--- src/design/aabbps_pkg.sv ---
// Shared types, constants and fixed-point helpers for the AABB player physics step core.
package aabbps_pkg;

  localparam int MAX_BOXES_DEF = 64;
  localparam int FRONT_STAGES  = 4;

  localparam logic [30:0]        GRAVITY_RST = 31'd642908;
  localparam logic signed [31:0] DEATH_RST   = -32'sd6553600;

  // configuration register indexes
  localparam logic CFG_GRAVITY = 1'b0;
  localparam logic CFG_DEATH   = 1'b1;

  // operation codes
  localparam logic OP_LOAD = 1'b0;
  localparam logic OP_STEP = 1'b1;

  typedef struct packed {
    logic signed [31:0] px;
    logic signed [31:0] py;
    logic signed [31:0] pz;
    logic signed [31:0] vx;
    logic signed [31:0] vy;
    logic signed [31:0] vz;
    logic [30:0]        hw;
    logic [30:0]        hh;
    logic [30:0]        hd;
    logic               grounded;
    logic               dead;
  } plr_t;

  typedef struct packed {
    logic signed [31:0] cx;
    logic signed [31:0] cy;
    logic signed [31:0] cz;
    logic [30:0]        bw;
    logic [30:0]        bh;
    logic [30:0]        bd;
  } box_t;

  // Clamp a wide signed value to the signed 32-bit range
  function automatic logic signed [31:0] sat32(input logic signed [54:0] v);
    if (v > 55'sd2147483647) begin
      return 32'sh7fffffff;
    end else if (v < -55'sd2147483648) begin
      return 32'sh80000000;
    end else begin
      return v[31:0];
    end
  endfunction

  // (a * t) >> 16, rounded toward negative infinity
  function automatic logic signed [37:0] mul_dt(input logic signed [31:0] a,
                                               input logic [20:0] t);
    logic signed [53:0] p;
    p = 54'(a) * 54'($signed({1'b0, t}));
    return 38'(p >>> 16);
  endfunction

endpackage

--- src/design/aabbps_cell.sv ---
// One world box slot: holds the box and resolves the passing player against it.
module aabbps_cell #(
  parameter int IDX = 0,
  parameter int CW  = 7
) (
  input  logic              clk,
  input  logic              ld_en,
  input  logic [CW-1:0]     cnt,
  input  aabbps_pkg::box_t  ld_box,
  input  aabbps_pkg::plr_t  plr_in,
  output aabbps_pkg::plr_t  plr_out
);
  import aabbps_pkg::*;

  box_t               box_r;
  plr_t               plr_r, plr_nxt;
  logic               active, hit, ov_x, ov_y, ov_z;
  logic signed [32:0] dx, dy, dz;
  logic [32:0]        adx, ady, adz;
  logic [31:0]        sw, sh, sd;
  logic [32:0]        ox, oy, oz;

  // store the box when this slot is next in line
  always_ff @(posedge clk) begin
    if (ld_en && cnt == CW'(IDX)) begin
      box_r <= ld_box;
    end
  end

  // overlap test and push-out along the axis of least overlap; any tie pushes along z
  always_comb begin
    active = CW'(IDX) < cnt;
    dx  = 33'(plr_in.px) - 33'(box_r.cx);
    dy  = 33'(plr_in.py) - 33'(box_r.cy);
    dz  = 33'(plr_in.pz) - 33'(box_r.cz);
    adx = dx[32] ? 33'(-dx) : 33'(dx);
    ady = dy[32] ? 33'(-dy) : 33'(dy);
    adz = dz[32] ? 33'(-dz) : 33'(dz);
    sw  = 32'(plr_in.hw) + 32'(box_r.bw);
    sh  = 32'(plr_in.hh) + 32'(box_r.bh);
    sd  = 32'(plr_in.hd) + 32'(box_r.bd);
    ov_x = adx < 33'(sw);
    ov_y = ady < 33'(sh);
    ov_z = adz < 33'(sd);
    ox  = 33'(sw) - adx;
    oy  = 33'(sh) - ady;
    oz  = 33'(sd) - adz;
    hit = active && !plr_in.dead && ov_x && ov_y && ov_z;

    plr_nxt = plr_in;
    if (hit) begin
      if (ox < oy && ox < oz) begin
        plr_nxt.px = dx[32] ? sat32(55'(plr_in.px) - 55'($signed({1'b0, ox})))
                            : sat32(55'(plr_in.px) + 55'($signed({1'b0, ox})));
        plr_nxt.vx = '0;
      end else if (oy < ox && oy < oz) begin
        if (dy[32]) begin
          plr_nxt.py = sat32(55'(plr_in.py) - 55'($signed({1'b0, oy})));
        end else begin
          plr_nxt.py       = sat32(55'(plr_in.py) + 55'($signed({1'b0, oy})));
          plr_nxt.grounded = 1'b1;
        end
        plr_nxt.vy = '0;
      end else begin
        plr_nxt.pz = dz[32] ? sat32(55'(plr_in.pz) - 55'($signed({1'b0, oz})))
                            : sat32(55'(plr_in.pz) + 55'($signed({1'b0, oz})));
        plr_nxt.vz = '0;
      end
    end
  end

  always_ff @(posedge clk) begin
    plr_r <= plr_nxt;
  end

  assign plr_out = plr_r;

endmodule

--- config.mk ---
export PLATFORM = sky130hd
export DESIGN_NAME = aabbps_cell
export DESIGN_NICKNAME = d
export VERILOG_FILES = /design/src/design/aabbps_pkg.sv /design/src/design/aabbps_cell.sv
export SDC_FILE = /design/constraint.sdc
export NUM_CORES = 2
export LEC_CHECK = 0
export BUFFER_PORTS_ARGS = -buffer_cell sky130_fd_sc_hd__buf_2
export CAP_MARGIN = 20
export CORE_UTILIZATION = 45
export CTS_CLUSTER_SIZE = 25
export DETAILED_ROUTE_END_ITERATION = 6
export HOLD_SLACK_MARGIN = 0.12
export PLACE_DENSITY = 0.66
export SYNTH_ARGS = -nofsm -noshare
export SYNTH_HDL_FRONTEND = slang
export SYNTH_SLANG_ARGS = --single-unit
--- constraint.sdc ---
create_clock -name clk -period 17.2 [get_ports clk]
set_clock_uncertainty 0.05 [all_clocks]
set_input_delay 0.86 -clock clk [delete_from_list [all_inputs] [get_ports clk]]
set_output_delay 0.86 -clock clk [all_outputs]
set_load 0.01 [all_outputs]
# After elaboration in Yosys (flattened, before gate mapping)
# Cells that the tools add are included.
[totals]
elab_cells = 95
output_inout_bits = 287
input_bits = 485
reg_bits = 476
[op_classes]
add_sub_neg = 18
order_cmp = 20
mux = 31
reduce_logical = 9
[ops]
columns = ["op", "count"]
rows = [
  ["$mux 32", 21],
  ["$gt 35x32->1 const B", 6],
  ["$lt 35x32->1 const B", 6],
  ["$mux 192", 1],
  ["$lt 33x33->1", 4],
  ["$mux 64", 2],
  ["$add 32x34->35", 3],
  ["$sub 32x34->35", 3],
  ["$lt 33x32->1", 3],
  ["$mux 33", 3],
  ["$neg 33->33", 3],
  ["$sub 32x32->33", 3],
  ["$sub 32x33->33", 3],
  ["$add 31x31->32", 3],
  ["$logic_and 1x1->1", 7],
  ["$logic_not 7->1", 1],
  ["$lt 1x7->1 const A", 1],
  ["$mux 1", 4],
  ["$logic_not 1->1", 1],
]

# Depth between registers and ports, before layout
[logic_depth]
word_depth = 12
ltp_mapped = 48
depth_no_buf = 43

# Worst setup path before layout
# Ideal clock, no wire load.
[synth_path]
path_type = "input to register"
startpoint = "in plr_in[223] (netlist name)"
endpoint = "reg plr_r, in the netlist plr_out[233]"
setup_time_ns = 0.119
t_arrival_ns = 9.153
path_stages = 38
slack_ns = 7.878
cell_sequence = "inv_1 ha_1 fa_1 nand2b_1 a21oi_1 o31ai_1 a211o_1 a211oi_1 a21oi_1 o21ai_0 o22a_1 clkbuf_1 nor2_1 xor2_1 ha_1 a211oi_1 o211ai_1 a2111oi_2 (+2 left out) a21o_1 xor2_1 ha_1 clkbuf_1 a221oi_1 a311oi_1 nor3_1 a21oi_1 o311ai_0 o2111ai_1 a2111oi_0 a311o_1 nor4b_1 o31a_1 and2_1 buf_4 o21ai_0 o221a_2"
[synth_rtl]
columns = ["element", "line_no", "source"]
rows = [
  ["start: declaration", "aabbps_cell.sv:10", "input aabbps_pkg::plr_t plr_in,"],
  ["end signal: assignment", "aabbps_cell.sv:73", "plr_r <= plr_nxt;"],
  ["end: declaration", "aabbps_cell.sv:16", "plr_t plr_r, plr_nxt;"],
]

==> run summary <==
Status -> finished, violations left
Failing checks -> DRC
Rows -> 115
Slew Limit Fails -> 0
Vias in the first global route -> 39.23k
Final period util -> 0.6682
Largest net degree at the start of global routing -> 97
Skew-Pair Late Insertion Delay -> 670 ps
Synth Warn # -> 0
R2R setup slack -> 5750 ps
Mapped Cells -> 5403
Setup TNS -> 0 ps
Via Count -> 42.82k
Fillers -> 9501
Area Growth Syn to Fin -> 15.46%
Die width -> 317.4 µm
Slew of the pin with the lowest slew margin -> 1220 ps
Die Y -> 317.4 µm
Clk slew on worst S/H paths -> 70 ps
Net Count, Synth -> 6482
Total CTS buffers -> 57
Vias/cell -> 5.780
RSZ-0062 raised after global routing -> no
Final ANT Viol Nets -> 0
CTS root buf -> clkbuf_16
Fin crit period -> 11490 ps
Final Hold Fails -> 0
Pwr Density -> 151.4 nW/µm²
Routed wire length -> 154000 µm
Worst Setup End Kind -> flop
Hold WS -> 259.0 ps
Congestion Overflow GR -> 0
Most common cell after layout, fill and taps aside -> buf_2
TritonCTS clock tree -> yes
Relative slew slack -> 0.1783
H-tree lvl count -> 2
Initial Util -> 0.4548
Synth Cell Area -> 44760 µm²
Antenna violations before repair -> 6
Fin area -> 51680 µm²
GPL Wtd Cong -> 0.9670
Setup Viol. Count Final -> 0
IO Pins -> 772
Startpoint types -> input pin
Hold_buf cts -> 0
Ys flop type -> dfxtp_1
Post-route DRC -> 1
Cts repair resizes -> 0
Slowest-stage cell, CP -> o31a_1
WP data required -> 17700 ps
DR iter-0 viols -> 3242
Peak Freq -> 0.08701 GHz
Ys async rst share -> 0
Die Area -> 100700 µm²
Port Buffers -> 771
Synthesized flop and latch total -> 476
Crit-path max cell delay -> 820 ps
Placed cell count -> 7296
Kind of critical path -> input pin to flop
Max VDD drop -> 0.09844 mV
Routed len/inst -> 20.79 µm
Clock Path Buffers -> 3
Register area share after synthesis -> 0.2552
Most frequent cells in the layout -> buf_2 (771), ha_1 (579), a21oi_1 (538)
Global-route wire length before repair -> 226000 µm
Nets@finish -> 7149
# clock sinks -> 476
Number of synthesized flops with an enable pin -> 189
Non-filler instance count after layout -> 7408
Core area -> 98420 µm²
Worst Path Max Fanout -> 33
Dpl cell area -> 49650 µm²
Max_cap viols -> 0
Detail Placement HPWL -> 126100 µm
Proportion of layout cells with a drive suffix above 1 -> 0.1647
Mapped Avg Cell Area -> 8.285 µm²
Pleak -> 23.70 nW
Post-CTS setup buffer count -> 0
Min-delay worst type -> input pin to flop
Crit path DAT -> 12000 ps
Distinct cells, synth -> 109
GR Util All Layers -> 0.2893
Pre-antenna DRT Iters -> 7
==> final timing paths <==
check | start | endpoint | cells after the start
worst min register to register | box_r[156]$_DFFE_PP_ | plr_out[254]$_DFF_P_ | 7
worst min-delay path | plr_in[84] | plr_out[84]$_DFF_P_ | 1
worst max-delay path | plr_in[223] | plr_out[250]$_DFF_P_ | 37
worst max register to register | box_r[125]$_DFFE_PP_ | plr_out[250]$_DFF_P_ | 35
==> cell usage after synthesis, types with 18 or more instances <==
cell type | count | area (µm²)
a31oi_1 | 55 | 344.1
inv_1 | 389 | 1460
a31o_2 | 27 | 236.5
a21o_1 | 174 | 1306
or2_2 | 23 | 143.9
nand2_1 | 319 | 1197
xor2_1 | 153 | 1340
nor3_1 | 117 | 585.6
or4_1 | 18 | 135.1
nand2b_1 | 92 | 575.6
nand4_1 | 39 | 244.0
o2111ai_1 | 21 | 183.9
or3_1 | 34 | 212.7
a211oi_1 | 78 | 585.6
o211ai_1 | 48 | 360.4
and2_1 | 91 | 569.3
xnor2_1 | 335 | 2934
a211o_1 | 31 | 271.5
o21ai_0 | 288 | 1441
dfxtp_1 | 287 | 5746
o21bai_1 | 66 | 495.5
nor4_1 | 24 | 150.1
ha_1 | 579 | 7244
nor2b_1 | 119 | 744.5
clkbuf_1 | 137 | 514.2
buf_2 | 32 | 160.2
edfxtp_1 | 189 | 5675
o211a_1 | 21 | 210.2
nand3_1 | 117 | 585.6
nor2_1 | 420 | 1577
o31ai_1 | 68 | 510.5
a21oi_1 | 539 | 2698
and3_1 | 48 | 300.3
o21a_1 | 76 | 570.6
==> stage by stage <==
| stage | power, W | util | setup slack, ps |
|---|---|---|---|
| after detailed placement | 0.006424 | 0.5045 | 5311 |
| after global placement | 0.006423 | 0.5045 | 5486 |
| after CTS | 0.007753 | 0.5247 | 5994 |
| final | 0.007823 | 0.5251 | 5706 |
| after global routing | 0.008386 | 0.5251 | 5053 |
| after floorplan | 0.005073 | - | 7878 |
==> sequential cells by signal, summed over array words and instances, names as in the netlist <==
name,count
plr_out,287
box_r,189
==> layout make-up <==
type                    instances  area, µm²  area share
clock buffers                  75       1649     0.03191
diodes                          2      5.005  0.00009684
clock inverters                33      342.8    0.006634
multi-input cells            4354      31160      0.6029
well taps                    1287       1610     0.03116
inverters                     389       1460     0.02825
flip-flops and latches        476      11420      0.2210
repair buffers                792       4033     0.07803
==> critical path: cells and delay by family <==
kind | cells | cell delay, ps
XOR/XNOR | 2 | 660
AO/OA/AOI/OAI | 23 | 6880
AND/OR/NAND/NOR | 5 | 1520
buffers and inverters | 3 | 540
adder cells (fa/ha/maj) | 4 | 1490
==> kinds of logic after synthesis <==
group           count (synthesis)  share of synthesized area
compound gates               1710                     0.2523
xor+xnor                      489                    0.09585
fa+ha+maj                     598                     0.1695
buf+inv                       573                    0.05037
flops                         476                     0.2552
mux                            25                   0.005814
simple gates                 1532                     0.1710
==> layer usage <==
layer  vias to the layer above  global-route usage  part of all wire
li1                      20918                   -                 -
met1                     20243              0.3919              0.44
met2                      1464              0.4848              0.46
met3                       194             0.02930             0.063
met4                         0             0.08438             0.029
met5                         -                   0                 0
==> where the power goes <==
| group | leakage (nW) | switching [W] | internal, W |
|---|---|---|---|
| combinational | 18.6 | 0.00330 | 0.00199 |
| sequential | 4.12 | 0.0000229 | 0.00122 |
| clock | 0.976 | 0.000538 | 0.000755 |
| total | 23.7 | 0.00386 | 0.00396 |
Power figures use the tool's default switching activity.
